## config.mk

```make
export PLATFORM = sky130hd
export DESIGN_NAME = software_timer_table_top
export DESIGN_NICKNAME = d
export VERILOG_FILES = /design/src/design/stt_pkg.sv /design/src/design/stt_ctrl.sv /design/src/design/stt_dp.sv /design/src/design/software_timer_table_top.sv
export SDC_FILE = /design/constraint.sdc
export NUM_CORES = 1
export LEC_CHECK = 0
export BUFFER_PORTS_ARGS = -buffer_cell sky130_fd_sc_hd__buf_4
export CAP_MARGIN = 20
export CELL_PAD_IN_SITES_DETAIL_PLACEMENT = 1
export CELL_PAD_IN_SITES_GLOBAL_PLACEMENT = 1
export CORE_ASPECT_RATIO = 2
export CORE_MARGIN = 2
export CORE_UTILIZATION = 30
export CTS_CLUSTER_DIAMETER = 60
export DETAILED_ROUTE_END_ITERATION = 12
export PLACE_DENSITY = 0.56
export SLEW_MARGIN = 10
export SYNTH_ARGS = -nofsm -noshare
export SYNTH_HDL_FRONTEND = slang
export SYNTH_SLANG_ARGS = --single-unit
```

## constraint.sdc

```tcl
create_clock -name clk_i -period 8.9 [get_ports clk_i]
set_input_delay 0.445 -clock clk_i [delete_from_list [all_inputs] [get_ports clk_i]]
set_output_delay 0.445 -clock clk_i [all_outputs]
set_load 0.005 [all_outputs]
```

## src/design/stt_pkg.sv

```systemverilog
// Shared types and constants for the periodic software timer table.
// Used by stt_ctrl, stt_dp and software_timer_table_top; no dependencies.
`timescale 1ns / 1ps
`default_nettype none

package stt_pkg;

  localparam int TIMER_SLOTS = 8;
  localparam int SLOT_W      = (TIMER_SLOTS > 1) ? $clog2(TIMER_SLOTS) : 1;
  localparam int RESULT_CAP  = 8;
  localparam int CNT_W       = $clog2(RESULT_CAP + 1);

  typedef enum logic [2:0] {
    FUNC_TICK   = 3'd0,
    FUNC_CREATE = 3'd1,
    FUNC_START  = 3'd2,
    FUNC_STOP   = 3'd3,
    FUNC_DELETE = 3'd4
  } func_e;

  typedef struct packed {
    logic [2:0]  func;
    logic [7:0]  timer_id;
    logic [31:0] period;
    logic        notify_enable;
    logic [31:0] timebase;
  } in_word_t;

  typedef struct packed {
    logic       status;
    logic       fired;
    logic [7:0] fired_id;
    logic [2:0] fired_slot;
    logic       last;
  } out_word_t;

  typedef enum logic [2:0] {
    ST_IDLE = 3'b001,
    ST_SCAN = 3'b010,
    ST_DONE = 3'b100
  } state_e;

  // controller -> datapath
  typedef struct packed {
    logic              load;
    logic              step;
    logic              finish;
    logic [SLOT_W-1:0] idx;
  } ctrl_cmd_t;

  // datapath -> controller
  typedef struct packed {
    logic scan_block;
    logic out_free;
  } dp_sts_t;

endpackage

`default_nettype wire

```

## src/design/stt_ctrl.sv

```systemverilog
// Sequencer for the timer table: accept a word, walk every slot, finish.
// Depends on stt_pkg.
`timescale 1ns / 1ps
`default_nettype none

module stt_ctrl (
  input  wire logic               clk_i,
  input  wire logic               rst_ni,
  input  wire logic               in_valid_i,
  output logic                    in_stall_o,
  input  wire stt_pkg::dp_sts_t   sts_i,
  output stt_pkg::ctrl_cmd_t      cmd_o
);

  localparam logic [stt_pkg::SLOT_W-1:0] LastIdx =
    stt_pkg::SLOT_W'(stt_pkg::TIMER_SLOTS - 1);

  stt_pkg::state_e             state_q, state_d;
  logic [stt_pkg::SLOT_W-1:0]  idx_q, idx_d;

  always_comb begin
    state_d       = state_q;
    idx_d         = idx_q;
    cmd_o.load    = 1'b0;
    cmd_o.step    = 1'b0;
    cmd_o.finish  = 1'b0;
    cmd_o.idx     = idx_q;
    unique case (state_q)
      stt_pkg::ST_IDLE: begin
        if (in_valid_i) begin
          cmd_o.load = 1'b1;
          idx_d      = '0;
          state_d    = stt_pkg::ST_SCAN;
        end
      end
      stt_pkg::ST_SCAN: begin
        if (!sts_i.scan_block) begin
          cmd_o.step = 1'b1;
          if (idx_q == LastIdx) begin
            state_d = stt_pkg::ST_DONE;
          end else begin
            idx_d = idx_q + 1'b1;
          end
        end
      end
      stt_pkg::ST_DONE: begin
        if (sts_i.out_free) begin
          cmd_o.finish = 1'b1;
          state_d      = stt_pkg::ST_IDLE;
        end
      end
      default: begin
        state_d = stt_pkg::ST_IDLE;
      end
    endcase
  end

  assign in_stall_o = (state_q != stt_pkg::ST_IDLE);

  always_ff @(posedge clk_i or negedge rst_ni) begin
    if (!rst_ni) begin
      state_q <= stt_pkg::ST_IDLE;
      idx_q   <= '0;
    end else begin
      state_q <= state_d;
      idx_q   <= idx_d;
    end
  end

endmodule

`default_nettype wire

```

## src/design/stt_dp.sv

```systemverilog
// Timer table datapath: slot storage, per-slot update, pending expiry
// and output register. Depends on stt_pkg; driven by stt_ctrl.
`timescale 1ns / 1ps
`default_nettype none

module stt_dp (
  input  wire logic                clk_i,
  input  wire logic                rst_ni,
  input  wire stt_pkg::in_word_t   in_word_i,
  input  wire stt_pkg::ctrl_cmd_t  cmd_i,
  output stt_pkg::dp_sts_t         sts_o,
  output logic                     out_valid_o,
  input  wire logic                out_stall_i,
  output stt_pkg::out_word_t       out_word_o
);

  localparam int N = stt_pkg::TIMER_SLOTS;

  stt_pkg::in_word_t in_q;

  logic        valid_q [N];
  logic        run_q   [N];
  logic        ntf_q   [N];
  logic [7:0]  id_q    [N];
  logic [31:0] per_q   [N];
  logic [31:0] ela_q   [N];

  // create bookkeeping
  logic                        dup_q;
  logic                        found_q;
  logic [stt_pkg::SLOT_W-1:0]  free_q;

  // expiry held back until we know whether it is the last one
  logic                        pend_v_q;
  stt_pkg::out_word_t          pend_q;
  logic [stt_pkg::CNT_W-1:0]   n_q;

  logic                        out_valid_q;
  stt_pkg::out_word_t          out_q;

  logic [stt_pkg::SLOT_W-1:0]  sel;
  logic                        is_tick, is_create, is_start, is_stop, is_delete;
  logic [32:0]                 sum;
  logic                        active, hit, report, match, create_ok, out_free;
  stt_pkg::out_word_t          new_pend, final_word;

  assign sel       = cmd_i.idx;
  assign is_tick   = (in_q.func == stt_pkg::FUNC_TICK);
  assign is_create = (in_q.func == stt_pkg::FUNC_CREATE);
  assign is_start  = (in_q.func == stt_pkg::FUNC_START);
  assign is_stop   = (in_q.func == stt_pkg::FUNC_STOP);
  assign is_delete = (in_q.func == stt_pkg::FUNC_DELETE);

  assign active  = valid_q[sel] && run_q[sel];
  assign sum     = {1'b0, ela_q[sel]} + {1'b0, in_q.timebase};
  assign hit     = active && (sum >= {1'b0, per_q[sel]});
  assign report  = is_tick && hit && ntf_q[sel] &&
                   (n_q < stt_pkg::CNT_W'(stt_pkg::RESULT_CAP));
  assign match   = valid_q[sel] && (id_q[sel] == in_q.timer_id);
  assign create_ok = is_create && !dup_q && found_q;

  assign out_free = !out_valid_q || !out_stall_i;
  // a second expiry needs the output register to push out the pending one
  assign sts_o.scan_block = report && pend_v_q && !out_free;
  assign sts_o.out_free   = out_free;

  always_comb begin
    new_pend            = '0;
    new_pend.fired      = 1'b1;
    new_pend.fired_id   = id_q[sel];
    // slot index reported modulo 8
    new_pend.fired_slot = 3'(sel);

    final_word      = '0;
    final_word.last = 1'b1;
    if (is_tick && pend_v_q) begin
      final_word      = pend_q;
      final_word.last = 1'b1;
    end else if (is_create) begin
      final_word.status = !(found_q && !dup_q);
    end
  end

  // command word
  always_ff @(posedge clk_i) begin
    if (cmd_i.load) begin
      in_q <= in_word_i;
    end
  end

  // slot flags
  always_ff @(posedge clk_i or negedge rst_ni) begin
    if (!rst_ni) begin
      for (int i = 0; i < N; i++) begin
        valid_q[i] <= 1'b0;
        run_q[i]   <= 1'b0;
        ntf_q[i]   <= 1'b0;
      end
    end else begin
      if (cmd_i.step && match) begin
        if (is_start) begin
          run_q[sel] <= 1'b1;
        end else if (is_stop) begin
          run_q[sel] <= 1'b0;
        end else if (is_delete) begin
          valid_q[sel] <= 1'b0;
        end
      end
      if (cmd_i.finish && create_ok) begin
        valid_q[free_q] <= 1'b1;
        run_q[free_q]   <= 1'b1;
        ntf_q[free_q]   <= in_q.notify_enable;
      end
    end
  end

  // slot payload
  always_ff @(posedge clk_i) begin
    if (cmd_i.step && is_tick && active) begin
      ela_q[sel] <= hit ? 32'd0 : sum[31:0];
    end
    if (cmd_i.finish && create_ok) begin
      id_q[free_q]  <= in_q.timer_id;
      per_q[free_q] <= in_q.period;
      ela_q[free_q] <= 32'd0;
    end
  end

  // scan bookkeeping
  always_ff @(posedge clk_i or negedge rst_ni) begin
    if (!rst_ni) begin
      dup_q    <= 1'b0;
      found_q  <= 1'b0;
      free_q   <= '0;
      pend_v_q <= 1'b0;
      n_q      <= '0;
    end else if (cmd_i.load) begin
      dup_q    <= 1'b0;
      found_q  <= 1'b0;
      pend_v_q <= 1'b0;
      n_q      <= '0;
    end else if (cmd_i.step) begin
      if (match) begin
        dup_q <= 1'b1;
      end
      if (!valid_q[sel] && !found_q) begin
        found_q <= 1'b1;
        free_q  <= sel;
      end
      if (report) begin
        pend_v_q <= 1'b1;
        n_q      <= n_q + 1'b1;
      end
    end
  end

  always_ff @(posedge clk_i) begin
    if (cmd_i.step && report) begin
      pend_q <= new_pend;
    end
  end

  // output register
  always_ff @(posedge clk_i or negedge rst_ni) begin
    if (!rst_ni) begin
      out_valid_q <= 1'b0;
    end else if ((cmd_i.step && report && pend_v_q) || cmd_i.finish) begin
      out_valid_q <= 1'b1;
    end else if (!out_stall_i) begin
      out_valid_q <= 1'b0;
    end
  end

  always_ff @(posedge clk_i) begin
    if (cmd_i.step && report && pend_v_q) begin
      out_q <= pend_q;
    end else if (cmd_i.finish) begin
      out_q <= final_word;
    end
  end

  assign out_valid_o = out_valid_q;
  assign out_word_o  = out_q;

  assert property (@(posedge clk_i) disable iff (!rst_ni)
    n_q <= stt_pkg::CNT_W'(stt_pkg::RESULT_CAP))
    else $error("expiry count above cap");

  assert property (@(posedge clk_i) disable iff (!rst_ni)
    cmd_i.load |=> !pend_v_q && (n_q == '0))
    else $error("pending expiry survived a new word");

  assert property (@(posedge clk_i) disable iff (!rst_ni)
    (cmd_i.step && report && pend_v_q) |=> out_valid_q && !out_q.last)
    else $error("pushed expiry lost or flagged last");

endmodule

`default_nettype wire

```

## src/design/software_timer_table_top.sv

```systemverilog
// Periodic software timer table, top level: stt_ctrl sequencer plus
// stt_dp datapath. Depends on stt_pkg, stt_ctrl and stt_dp.
//
// One word is taken at a time. After acceptance the sequencer visits each
// of the TIMER_SLOTS slots in turn, then writes the final result, and
// only then returns to idle to take the next word. A tick reports each
// notifying expiry, up to RESULT_CAP, as its own result word in slot order,
// the final one marked last; the scan waits on the output register whenever
// a stalled result is still in front of a new expiry. Commands and empty
// ticks return one word.
`timescale 1ns / 1ps
`default_nettype none

module software_timer_table_top (
  input  wire logic               clk_i,
  input  wire logic               rst_ni,
  input  wire logic               in_valid_i,
  output logic                    in_stall_o,
  input  wire stt_pkg::in_word_t  in_word_i,
  output logic                    out_valid_o,
  input  wire logic               out_stall_i,
  output stt_pkg::out_word_t      out_word_o
);

  stt_pkg::ctrl_cmd_t cmd;
  stt_pkg::dp_sts_t   sts;

  stt_ctrl u_ctrl (
    .clk_i      (clk_i),
    .rst_ni     (rst_ni),
    .in_valid_i (in_valid_i),
    .in_stall_o (in_stall_o),
    .sts_i      (sts),
    .cmd_o      (cmd)
  );

  stt_dp u_dp (
    .clk_i       (clk_i),
    .rst_ni      (rst_ni),
    .in_word_i   (in_word_i),
    .cmd_i       (cmd),
    .sts_o       (sts),
    .out_valid_o (out_valid_o),
    .out_stall_i (out_stall_i),
    .out_word_o  (out_word_o)
  );

  assert property (@(posedge clk_i) disable iff (!rst_ni)
    !(cmd.step && sts.scan_block))
    else $error("scan advanced while output blocked");

  assert property (@(posedge clk_i) disable iff (!rst_ni)
    cmd.finish |-> sts.out_free)
    else $error("final word written over an unsent result");

  assert property (@(posedge clk_i) disable iff (!rst_ni)
    (in_valid_i && !in_stall_o) |=> in_stall_o)
    else $error("second word taken before scan");

endmodule

`default_nettype wire

```

==> metrics.md <==
| Metric | Value |
|---|---|
| Run status | finished, final reports clean |
| Min-delay src | out_stall_i |
| Filler cells | 9636 |
| Dominant cell by count in the synthesized netlist | edfxtp_1 |
| Critical path's largest stage delay | ~710 ps |
| Sequential share of power | roughly two fifths |
| Flop-to-flop setup slack | approximately 810 ps |
| Wire length of the first global-routing pass | 130000 um |
| Mapped Area | approximately 0.029 sq mm |
| Leakage power of the design | around 0.012 uW |
| Critical path class | reg -> reg |
| Register area share after synthesis | 73.5% |
| Path class of the lowest-slack min-delay path | in -> reg |
| Commonest cells in the netlist | edfxtp_1 (677), a22oi_1 (137), nand2_1 (87) |
| Setup Total Neg Slack | 0 ps |
| Max-capacitance violation count | 0 |
| Number of vias per cell | approximately 5.2 |
| P_sw | ~3700 uW |
| Gp weighted congestion | 0.878 |
| Critical path, cell by cell | buf_4, nor2b_1, a221oi_1, buf_4, o21ai_0, ha_1, a21oi_1, o21bai_1, a221oi_1, a21oi_1, a21oi_1, o21a_1, o311ai_0, ha_1, nor2b_1, a2111oi_0, o31ai_1, a41oi_1, o21ai_2, a311o_1, a21oi_4, buf_12 |
| Router iterations before antenna repair | 6 |
| Post-Place Worst Slack | slightly above 800 ps |
| Worst R2R Start | u_ctrl.idx_q[0]$_DFFE_PN0P_ |
| Reg clk slew, reported paths | 70 ps |
| Sw Share | 34.2% |
| Warnings, synthesis | 0 |
| Detailed router's first-iteration violation count | 1120 |
| Library cell appearing most often on the critical path | a21oi_1 |
| Overall routed net length | 89100 um |
| TritonCTS clock tree | built |
| Internal Dissipation | ~7200 uW |
| Met1 track demand over resource in global routing | 19.2% |
| H-tree levels | 3 |
| Inserted Clock Buffers | 68 |
| Adder-cell area share of the yosys netlist | 2.95% |
| P per Cell Area | between 300 and 400 mW/mm^2 |
| Mean cell area of the mapped netlist | ~16 sq um |
| Synthesis-to-layout area growth | 19.6% |
| Worst reg-to-reg path cell count | 22 |
| Library cells used by synthesis | slightly above 80 |
| Critical path buffer and inverter count | 3 |
| Sink of the worst hold path | u_dp.out_valid_o$_DFFE_PN0P_ |
| Quantity of I/O buffers inserted on ports | 95 |
| Post-CTS Setup Bufs | 0 |
| Share of the synthesized area in compound gates (AO/OA/AOI/OAI) | 11.3% |
| Post-CTS Resized | 0 |
| Final nets | approximately 2200 |
| Pin count of the biggest net entering global routing | 46 |
| Chip height | 444 um |
| Maximum count of clock buffers along a single path | 3 |
| Initial core utilization | between 30 and 40% |
| GR peak layer | met2 |
| Worst EP required | approximately 9200 ps |
| Antenna viol nets, final | 0 |
| Share of synthesized area spent on multiplexers | 2.72% |
| Share of total power in combinational logic | a little under a third |
| Slew at the pin closest to its max-slew limit | roughly 1000 ps |
| Total number of vias | 17400 |
| WP data arrival | between 8000 and 9000 ps |
| M2 GR Usage | 34.7% |
| Smallest hold slack | 107 ps |
| Clk Latency, worst-skew pair | roughly 650 ps |
| Non-filler instance count after layout | around 3300 |
| Number of top-level pins | 96 |
| Setup skew after layout | 33.2 ps |
| Post-layout minimum cycle time | 8090 ps |
| GRT met3 Usage | 2.33% |
| DRC viols | 0 |
| Synthesized flop and latch total | roughly 700 |
| Critical Path Sink Type | flip-flop |
| Final Core Density | roughly 36% |
| Overall fraction of global-route tracks in use | between 15 and 20% |
| Hold Violations, Final | 0 |
| Rel. slew slack | approximately a third |
| Synthesized-area fraction occupied by xor and xnor cells | less than 1% |
| Peak fanout along the critical path | 35 |
| Post-placement cell count | between 3000 and 4000 |
| Final period utilization | about 90% |
| Cell at the slowest stage of the critical path | nor2b_1 |
| Die area | 0.0995 sq mm |
| Fraction of layout cells with a size suffix above 1 | about 17% |
| Count of flip-flops with a built-in enable after synthesis | 677 |
| Number of antenna violations at the first check in global routing | 1 |
| Root Buffer | clkbuf_16 |
| Final worst slack | around 810 ps |
| RSZ-0062 raised after global routing | false |
| Area fraction of the dominant cell type after synthesis | 70.0% |
| Number of global-route vias before repair | about 19000 |
| Synthesized netlist net count | a little under 2000 |
| DP HPWL | around 60000 um |
| Horiz. Die Dim | approximately 220 um |
| Count of clock tree sinks | between 700 and 800 |
| Leading post-synthesis cells by cell area | edfxtp_1 (70%), a22oi_1 (3.5%), dfrtp_1 (3.4%) |
| Setup crit start kind | flip-flop |
| Cell Rows | about 160 |
| Combinational family with the most area after synthesis | compound AO/OA/AOI/OAI gates |
| Hold Crit Depth | 3 |
| Number of standard cells after synthesis | 1826 |
| Most used DFF post-synth | edfxtp_1 |
| # setup viols final | 0 |
| Gr ovfl total | 0 |
| Share of flip-flops with an asynchronous set or reset after synthesis | 5.71% |
| Simple logic cell fraction of the synthesized area | 6.98% |
| Reg2reg end | u_dp.ela_q[1][3]$_DFFE_PP_ |
| Fmax | 124 MHz |
| Mean routed wirelength per cell | ~27 um |
| Worst path top cell family by delay | compound AO/OA/AOI/OAI gates |
| Worst voltage drop across the vdd grid | 131 uV |
| Most area-hungry cell type in the Yosys netlist | edfxtp_1 |
| Final-report max-slew violation count | 0 |
| Area of the placeable core | between 0.09 and 0.1 sq mm |
| Power share of the clock group | roughly 27% |
## cell usage in the layout, fill, tap and decap left out, drive strengths merged, types with 33 or more instances in the layout
cell type    netlist  layout
edfxtp           677     677
buf               22     166
a22oi            137     137
clkbuf            69      88
nand2             87      87
nor2              84      84
dlygate4sd3        0      77
a21oi             69      69
ha                67      67
a221oi            66      66
and3              40      40
dfrtp             40      40
a22o              37      37
and2              37      37
nand3             36      36
o21ai             34      34
inv               29      33
## logic make-up (layout without fill, tap and decap cells)
family,Yosys count,after routing
compound gates,445,445
xor+xnor,28,28
fa+ha+maj,68,68
buf+inv,120,395
flops,718,718
mux,59,59
other cells,0,1
simple gates,388,388
## metal layers
layer,vias to the layer above,share of wire (%),routed length (um)
met5,-,0,0
met4,0,4.1,3680
met1,9199,37,33200
met2,329,56,49600
met3,146,2.9,2580
li1,7772,-,-
## how the worst max path moves through the flow
| stage | startpoint | endpoint | slack (ps) | cells past startpoint |
|---|---|---|---|---|
| 2_1_floorplan | u_ctrl.idx_q[1]$_DFFE_PN0P_ | u_dp.ela_q[4][0]$_DFFE_PP_ | 1000 | 28 |
| 3_3_place_gp | u_ctrl.idx_q[2]$_DFFE_PN0P_ | u_dp.ela_q[1][5]$_DFFE_PP_ | 980 | 22 |
| 3_5_place_dp | u_ctrl.idx_q[2]$_DFFE_PN0P_ | u_dp.ela_q[1][11]$_DFFE_PP_ | 810 | 22 |
| 4_1_cts | u_ctrl.idx_q[2]$_DFFE_PN0P_ | u_dp.ela_q[1][3]$_DFFE_PP_ | 810 | 22 |
| 5_1_grt | u_ctrl.idx_q[2]$_DFFE_PN0P_ | u_dp.ela_q[1][3]$_DFFE_PP_ | 380 | 22 |
| 6_report | u_ctrl.idx_q[0]$_DFFE_PN0P_ | u_dp.ela_q[1][3]$_DFFE_PP_ | 810 | 22 |
## cell type report
| cell class | instances | area (sq um) | share of cell area, % |
|---|---|---|---|
| inverter | 29 | 111 | 0.321 |
| clock buffer | 88 | 1870 | 5.38 |
| antenna | 1 | 2.50 | 0.00720 |
| multi-input combinational | 988 | 7350 | 21.2 |
| tap | 1222 | 1530 | 4.40 |
| timing repair buffer | 243 | 2140 | 6.17 |
| sequential | 718 | 21400 | 61.5 |
| clock inverter | 35 | 374 | 1.08 |
## metrics by stage
stage	area, sq um	total power (uW)
after floorplan	29100	6580
after global placement	31700	7890
after detailed placement	31700	8010
after CTS	34700	11000
after global routing	34700	11400
final	34700	10900
## sequential cells by signal, indices dropped and copies added, names as in the netlist
| signal | flops |
|---|---|
| u_dp.run_q | 8 |
| u_dp.dup_q | 1 |
| u_dp.ntf_q | 8 |
| u_dp.pend_q | 11 |
| u_ctrl.state_q | 3 |
| u_ctrl.idx_q | 3 |
| u_dp.out_valid_o | 1 |
| u_dp.pend_v_q | 1 |
| u_dp.free_q | 3 |
| u_dp.in_q | 76 |
| u_dp.out_word_o | 14 |
| u_dp.id_q | 64 |
| u_dp.per_q | 256 |
| u_dp.ela_q | 256 |
| u_dp.valid_q | 8 |
| u_dp.found_q | 1 |
| u_dp.n_q | 4 |
## power groups by stage
stage,clock network (uW),logic (uW),registers [uW]
3_5_place_dp,0,3410,4600
4_1_cts,3050,3460,4530
5_1_grt,3160,3740,4540
2_1_floorplan,0,2080,4500
3_3_place_gp,0,3300,4590
6_report,2970,3390,4530
## worst register-to-register path: cells and delay by family, from the launching register on
kind            cells  cell delay, ps
compound gates     15            4540
fa+ha+maj           2             890
buf+inv             3             810
flops               1             590
simple gates        2             870
## timing repair
action | CTS | global route
endpoints found under the hold margin | 116 | 0
setup endpoints to repair | 0 | 0
hold buffers | 77 | 0
Note: power is estimated with default switching activity, not from simulation.
